===== src/hdl/cbti_pkg.sv =====
// Shared types and constants for the custom base text to integer converter.
// Used by cbti_alphabet and custom_base_text_to_integer; depends on nothing.
package cbti_pkg;

   localparam int ALPHABET_SIZE = 256;
   localparam int LEN_W         = $clog2(ALPHABET_SIZE + 1);
   localparam int CHAR_W        = 8;
   localparam int CHAR_COUNT    = 1 << CHAR_W;
   localparam int DIGIT_W       = 8;
   localparam int ACC_W         = 32;
   localparam int FUNC_W        = 2;

   localparam logic [FUNC_W-1:0] FUNC_CLEAR  = 2'd0;
   localparam logic [FUNC_W-1:0] FUNC_APPEND = 2'd1;
   localparam logic [FUNC_W-1:0] FUNC_STRING = 2'd2;

   localparam logic [CHAR_W-1:0] CH_NUL   = 8'h00;
   localparam logic [CHAR_W-1:0] CH_TAB   = 8'h09;
   localparam logic [CHAR_W-1:0] CH_CR    = 8'h0D;
   localparam logic [CHAR_W-1:0] CH_SPACE = 8'h20;
   localparam logic [CHAR_W-1:0] CH_PLUS  = 8'h2B;
   localparam logic [CHAR_W-1:0] CH_MINUS = 8'h2D;

   typedef struct packed {
      logic [FUNC_W-1:0] func;
      logic [CHAR_W-1:0] ch;
      logic              first;
   } req_type;

   typedef struct packed {
      logic signed [ACC_W-1:0] value;
      logic                    base_ok;
      logic                    stopped;
   } rsp_type;

   typedef struct packed {
      logic               digit_valid;
      logic [DIGIT_W-1:0] digit_value;
      logic [LEN_W-1:0]   length;
      logic               base_ok;
   } lookup_type;

endpackage


===== src/hdl/cbti_alphabet.sv =====
// Digit alphabet store: valid bits, digit value memory, length and bad flag.
// Updates on each accepted word and registers the lookup for that word's character.
// Depends on cbti_pkg.
module cbti_alphabet (
   input  logic                 clock,
   input  logic                 reset,
   input  logic                 accept,
   input  cbti_pkg::req_type    req,
   output cbti_pkg::lookup_type lookup
);

   logic [cbti_pkg::CHAR_COUNT-1:0] valid_ff;
   logic [cbti_pkg::CHAR_COUNT-1:0] valid_in;
   logic [cbti_pkg::LEN_W-1:0]      len_ff;
   logic [cbti_pkg::LEN_W-1:0]      len_in;
   logic                            bad_ff;
   logic                            bad_in;
   logic                            write_en;
   logic [cbti_pkg::DIGIT_W-1:0]    value_mem [cbti_pkg::CHAR_COUNT];
   cbti_pkg::lookup_type            lookup_ff;

   always_comb begin
      valid_in = valid_ff;
      len_in   = len_ff;
      bad_in   = bad_ff;
      write_en = 1'b0;
      case (req.func)
         cbti_pkg::FUNC_CLEAR: begin
            valid_in = '0;
            len_in   = '0;
            bad_in   = 1'b0;
         end
         cbti_pkg::FUNC_APPEND: begin
            if (req.ch == cbti_pkg::CH_NUL || req.ch == cbti_pkg::CH_PLUS ||
                req.ch == cbti_pkg::CH_MINUS || valid_ff[req.ch] ||
                len_ff >= cbti_pkg::LEN_W'(cbti_pkg::ALPHABET_SIZE)) begin
               bad_in = 1'b1;
            end else begin
               valid_in[req.ch] = 1'b1;
               len_in           = len_ff + 1'b1;
               write_en         = 1'b1;
            end
         end
         default: begin
         end
      endcase
   end

   always_ff @(posedge clock) begin
      if (reset) begin
         valid_ff <= '0;
         len_ff   <= '0;
         bad_ff   <= 1'b0;
      end else if (accept) begin
         valid_ff <= valid_in;
         len_ff   <= len_in;
         bad_ff   <= bad_in;
      end
   end

   // The digit lookup sees the alphabet as it stood before this word, and the length and
   // base_ok as they stand after it; a string word never changes the alphabet, so both agree.
   always_ff @(posedge clock) begin
      if (accept) begin
         if (write_en) begin
            value_mem[req.ch] <= cbti_pkg::DIGIT_W'(len_ff);
         end
         lookup_ff.digit_value <= value_mem[req.ch];
         lookup_ff.digit_valid <= valid_ff[req.ch];
         lookup_ff.length      <= len_in;
         lookup_ff.base_ok     <= !bad_in && (len_in >= cbti_pkg::LEN_W'(2));
      end
   end

   assign lookup = lookup_ff;

   a_len_bound: assert property (@(posedge clock) disable iff (reset)
      len_ff <= cbti_pkg::LEN_W'(cbti_pkg::ALPHABET_SIZE))
      else $error("Alphabet length exceeds its maximum.");

   a_clear_empties: assert property (@(posedge clock) disable iff (reset)
      $past(accept) && !$past(reset) && $past(req.func) == cbti_pkg::FUNC_CLEAR
      |-> len_ff == '0 && valid_ff == '0 && !bad_ff)
      else $error("Clear did not empty the alphabet.");

   a_lookup_state: assert property (@(posedge clock) disable iff (reset)
      $past(accept) && !$past(reset)
      |-> lookup_ff.base_ok == (!bad_ff && len_ff >= cbti_pkg::LEN_W'(2)) &&
          lookup_ff.length == len_ff)
      else $error("Registered lookup disagrees with the alphabet state.");

endmodule


===== src/hdl/custom_base_text_to_integer.sv =====
// Top level of the custom base text to integer converter: handshake, parse
// state and result register. Depends on cbti_pkg and cbti_alphabet.
//
//   Channel  Direction  Handshake              Word
//   req      in         req_valid / req_ready  cbti_pkg::req_type
//   rsp      out        rsp_valid / rsp_ready  cbti_pkg::rsp_type
//
// One word is accepted per cycle while the result is not stalled; each word gives one result,
// registered first in the digit lookup and then in the result register.
// Reset is synchronous and empties the alphabet and the parse state at once.
// A stalled result holds the pipeline; req_ready falls only when both stages are full.
module custom_base_text_to_integer (
   input  logic              clock,
   input  logic              reset,
   input  logic              req_valid,
   output logic              req_ready,
   input  cbti_pkg::req_type req_word,
   output logic              rsp_valid,
   input  logic              rsp_ready,
   output cbti_pkg::rsp_type rsp_word
);

   typedef enum logic [1:0] {
      PH_SPACE,
      PH_SIGN,
      PH_DIGIT,
      PH_STOP
   } phase_type;

   logic                       accept;
   logic                       s1_adv;
   logic                       s1_valid_ff;
   cbti_pkg::req_type          s1_req_ff;
   cbti_pkg::lookup_type       s1_lookup;
   logic                       rsp_valid_ff;
   cbti_pkg::rsp_type          rsp_word_ff;
   cbti_pkg::rsp_type          rsp_word_in;
   phase_type                  phase_ff;
   phase_type                  phase_in;
   logic                       neg_ff;
   logic                       neg_in;
   logic [cbti_pkg::ACC_W-1:0] acc_ff;
   logic [cbti_pkg::ACC_W-1:0] acc_in;
   logic                       restart;
   logic                       is_space;

   assign s1_adv    = s1_valid_ff && (!rsp_valid_ff || rsp_ready);
   assign req_ready = !s1_valid_ff || s1_adv;
   assign accept    = req_valid && req_ready;

   cbti_alphabet u_alphabet (
      .clock  (clock),
      .reset  (reset),
      .accept (accept),
      .req    (req_word),
      .lookup (s1_lookup)
   );

   assign restart  = s1_req_ff.func == cbti_pkg::FUNC_STRING && s1_req_ff.first;
   assign is_space = s1_req_ff.ch == cbti_pkg::CH_SPACE ||
                     (s1_req_ff.ch >= cbti_pkg::CH_TAB && s1_req_ff.ch <= cbti_pkg::CH_CR);

   // The phases fall through in one pass, so a character that ends one phase
   // is handled again by the next.
   always_comb begin
      phase_in = restart ? PH_SPACE : phase_ff;
      neg_in   = restart ? 1'b0 : neg_ff;
      acc_in   = restart ? '0 : acc_ff;
      if (s1_req_ff.func == cbti_pkg::FUNC_STRING) begin
         if (phase_in == PH_SPACE && !is_space) begin
            phase_in = PH_SIGN;
         end
         if (phase_in == PH_SIGN) begin
            if (s1_req_ff.ch == cbti_pkg::CH_MINUS) begin
               neg_in = !neg_in;
            end else if (s1_req_ff.ch != cbti_pkg::CH_PLUS) begin
               phase_in = PH_DIGIT;
            end
         end
         if (phase_in == PH_DIGIT) begin
            if (s1_lookup.digit_valid) begin
               acc_in = acc_in * cbti_pkg::ACC_W'(s1_lookup.length) +
                        cbti_pkg::ACC_W'(s1_lookup.digit_value);
            end else begin
               phase_in = PH_STOP;
            end
         end
      end
      rsp_word_in.base_ok = s1_lookup.base_ok;
      rsp_word_in.stopped = phase_in == PH_STOP;
      if (!s1_lookup.base_ok) begin
         rsp_word_in.value = '0;
      end else if (neg_in) begin
         rsp_word_in.value = -$signed(acc_in);
      end else begin
         rsp_word_in.value = $signed(acc_in);
      end
   end

   always_ff @(posedge clock) begin
      if (reset) begin
         s1_valid_ff  <= 1'b0;
         rsp_valid_ff <= 1'b0;
         phase_ff     <= PH_SPACE;
         neg_ff       <= 1'b0;
         acc_ff       <= '0;
      end else begin
         if (req_ready) begin
            s1_valid_ff <= req_valid;
         end
         if (s1_adv) begin
            rsp_valid_ff <= 1'b1;
            phase_ff     <= phase_in;
            neg_ff       <= neg_in;
            acc_ff       <= acc_in;
         end else if (rsp_ready) begin
            rsp_valid_ff <= 1'b0;
         end
      end
   end

   always_ff @(posedge clock) begin
      if (accept) begin
         s1_req_ff <= req_word;
      end
      if (s1_adv) begin
         rsp_word_ff <= rsp_word_in;
      end
   end

   assign rsp_valid = rsp_valid_ff;
   assign rsp_word  = rsp_word_ff;

   a_invalid_zero: assert property (@(posedge clock) disable iff (reset)
      rsp_valid && !rsp_word.base_ok |-> rsp_word.value == '0)
      else $error("Nonzero value reported with an invalid base.");

   a_stop_sticky: assert property (@(posedge clock) disable iff (reset)
      $past(phase_ff) == PH_STOP && !$past(reset) && !($past(s1_adv) && $past(restart))
      |-> phase_ff == PH_STOP)
      else $error("Parse left the stopped phase without a new string.");

   a_ready_empty: assert property (@(posedge clock) disable iff (reset)
      !s1_valid_ff |-> req_ready)
      else $error("Input stalled while the lookup stage was empty.");

endmodule


===== config.mk =====
export PLATFORM = sky130hd
export DESIGN_NAME = custom_base_text_to_integer
export DESIGN_NICKNAME = d
export VERILOG_FILES = /design/src/hdl/cbti_pkg.sv /design/src/hdl/cbti_alphabet.sv /design/src/hdl/custom_base_text_to_integer.sv
export SDC_FILE = /design/constraint.sdc
export NUM_CORES = 2
export LEC_CHECK = 0
export BUFFER_PORTS_ARGS = -buffer_cell sky130_fd_sc_hd__buf_4
export CORE_MARGIN = 5
export CORE_UTILIZATION = 44
export CTS_CLUSTER_DIAMETER = 60
export DETAILED_ROUTE_END_ITERATION = 10
export PLACE_DENSITY = 0.65
export SLEW_MARGIN = 10
export SYNTH_ARGS = -nofsm -noshare
export SYNTH_HDL_FRONTEND = slang
export SYNTH_HIERARCHICAL = 1
export SYNTH_SLANG_ARGS = --single-unit

===== constraint.sdc =====
create_clock -name clock -period 7 [get_ports clock]
set_input_delay 0.7 -clock clock [delete_from_list [all_inputs] [get_ports clock]]
set_output_delay 0.7 -clock clock [all_outputs]
set_load 0.05 [all_outputs]

==> summary.txt <==
Mean Syn Cell Area: 17.6 um^2
Final GP Congestion: 0.829
Htree depth: 4
Via count: 55400
Root Driver: clkbuf_16
Die Y: 494 um
Critical path fanouts, max: 59
Tcrit/Tclk final: 96.7%
Via-to-Cell Ratio: 5.95
Overflow after GRT: 0
Total CTS buffers: 233
Layout cell share with drive strength beyond 1: 22.6%
Pwr Density: 258 nW/um^2
Relative slew slack: 16.0%
Met2 GRT Util: 32.3%
Max cap viols: 0
Layout area overhead: 11.9%
Met1 Usage GRT: 29.9%
Placed Area: 107000 um^2
Min-delay src: req_valid
Startpoint Class: flop
Setup crit end kind: flop
Synth warnings: 6
DRC viols: 0
Pre-antenna DRT Iters: 8
Met3 Usage GRT: 4.35%
Post-synth EDFFs: 2112
IO buf count: 50
Critical path buffers and inverters: 4
Worst Path Required: 7.56 ns
Final Power: 29800 uW
Vias in the first global route: 54900
Status: complete, no violations
Max clock buf depth: 3
CP most frequent cell: fa_1
HP Class: primary input to flop
Die Wd: 494 um
Pin count of the biggest net entering global routing: 257
Reg2reg end: rsp_word[32]$_SDFFCE_PN0P_
Final Skew: 0.0837 ns
Leakage Power: 0.0389 uW
Cell Count, Final, Fillers Out: 9318
Worst hold endpoint: s1_valid_ff$_SDFFE_PP0N_
Async SR Flop Fraction: 0%
Slowest stage delay, CP: 0.58 ns
ANT nets after route: 0
R2R setup slack: 0.23 ns
Routed WL: 254000 um
CP Class: flop to flop
Core area: 233000 um^2
Register area share after synthesis: 67.4%
GR peak layer: met2
WL/cell: 27.2 um
Final setup fails: 0
Mapped Cells: 5869
Most frequent cells in the layout: edfxtp_1, mux4_2, nor2_1
CTS Sinks: 2415
Tot GR Track Use: 20.6%
Register bit total from synthesis: 2415
Die ar.: 244000 um^2
Slew Viols, Final: 0
Yosys cell types: 100
Critical path cell sequence: nand3b_1, buf_12, buf_16, buf_6, and3_1, fa_1, fa_1, fa_1, fa_1, ha_1, ha_1, nand2_1, o31ai_2, buf_4, and3_1, a211oi_1, a211oi_4, nand3_2, nor4b_4, a41oi_2, xnor2_1, and2_1
Post-route cell area: 115000 um^2
Violation count after the first detailed-route iteration: 6276
Num rows: 177
Clock-pin slew on the worst setup and hold paths: 0.06 ns
Count of final hold-check violations: 0
Hold Crit Depth: 3
CTS tree: built
Nets: 6243
Final HPWL DP: 151000 um
Placed instance count: 8855
Most common cell after layout, fill and taps aside: edfxtp_1
Initial antenna violation count: 9
R2R cell count: 22
Maximum VDD drop: 0.222 mV
Slowest CP cell: fa_1
First-pass GRT wire length: 375000 um
Post-synth top flop: edfxtp_1
Fmax: 148 MHz
Slew @ Worst Pin: 1.26 ns
I/O pins: 51
Worst r2r src: s1_req_ff[9]$_DFFE_PP_
Crit-path leading delay family: adder cells
Final min period: 6.77 ns
Post-Syn Area: 103000 um^2
Worst Path Arrival: 7.32 ns
Initial Utilization: 44.3%
Worst-skew pair later-pin latency: 0.88 ns
-- cell type report --
| class | instances | area [um^2] |
|---|---|---|
| fillers | 18800 | 118000 |
| well taps | 3132 | 3920 |
| inverters | 122 | 459 |
| repair buffers | 238 | 2080 |
| clock inverters | 156 | 1460 |
| flip-flops and latches | 2415 | 69500 |
| diodes | 9 | 22.5 |
| clock buffers | 283 | 6080 |
| multi-input cells | 2963 | 31700 |
-- tightest hold or removal path: stages --
cell	delay (ns)
buf_4	0.09
a21oi_1	0.04
nor2_1	0.07
-- metrics by stage --
stage                     util (%)  hold slack, ns   TNS (ns)  worst slack, ns
after global placement        46.1           0.440          0           0.0677
after floorplan                  -           0.428          0          0.00907
after detailed placement      46.1           0.447          0           0.0376
final                         49.5          0.0964          0            0.233
after global routing          49.5          0.0895    -0.0154          -0.0154
after CTS                     49.4          0.0288  -0.000766        -0.000766
-- power by group --
part	internal, uW	leakage [uW]	switching [uW]	total [uW]
Sequential	15600	0.0225	67.9	15600
Clock	6810	0.00366	5440	12200
Combinational	699	0.0127	1190	1880
-- layer usage --
layer  up-vias  part of all wire (%)
met5         -                0.0043
met4         2                   2.0
met3       296                   8.6
met2      2427                    48
met1     29400                    42
li1      23300                     -
-- how the worst max path moves through the flow --
stage	start	to	slack (ns)	cells after the start
final	s1_req_ff[9]$_DFFE_PP_	rsp_word[32]$_SDFFCE_PN0P_	0.23	22
after global routing	s1_req_ff[9]$_DFFE_PP_	rsp_word[31]$_SDFFCE_PN0P_	-0.02	23
after CTS	s1_req_ff[10]$_DFFE_PP_	rsp_word[31]$_SDFFCE_PN0P_	-0.0008	27
after detailed placement	s1_req_ff[10]$_DFFE_PP_	rsp_word[31]$_SDFFCE_PN0P_	0.04	26
after global placement	s1_req_ff[10]$_DFFE_PP_	rsp_word[31]$_SDFFCE_PN0P_	0.07	26
after floorplan	s1_req_ff[0]$_DFFE_PP_	rsp_word[32]$_SDFFCE_PN0P_	0.009	27
-- cell usage after synthesis (44+ instances only) --
master | count | area, um^2
o21ai_0 | 49 | 245
mux4_2 | 698 | 15700
dfxtp_1 | 303 | 6070
a211oi_1 | 44 | 330
clkbuf_1 | 230 | 863
and3_1 | 173 | 1080
ha_1 | 72 | 901
edfxtp_1 | 2112 | 63400
fa_1 | 183 | 3660
inv_1 | 121 | 454
nand2_1 | 150 | 563
buf_2 | 94 | 470
a21oi_1 | 332 | 1660
nand3_1 | 109 | 546
nor2_1 | 627 | 2350
-- logic make-up after synthesis --
logic type      share of synthesized area, %
compound gates                          3.91
buf+inv                                 2.14
simple gates                            5.75
fa+ha+maj                               4.43
mux                                     15.8
xor+xnor                               0.485
other cells                          0.00364
flops                                   67.4
-- flip-flops by register name, indices dropped and copies added (netlist names) --
register / count
u_alphabet/value_mem: 2048
u_alphabet/valid_ff: 256
rsp_word: 34
acc_ff: 32
u_alphabet/lookup: 19
s1_req_ff: 11
u_alphabet/len_ff: 9
phase_ff: 2
neg_ff: 1
rsp_valid: 1
s1_valid_ff: 1
u_alphabet/bad_ff: 1
-- repair_timing --
item	in CTS	in global routing
pin swaps	1	9
gates resized for setup	1	27
setup buffers	1	10
cloned	0	2
hold buffers	1	0
endpoints found under the setup margin	2	15
hold endpoints to repair	1	0
No activity file was read; power rests on OpenSTA's default activity.
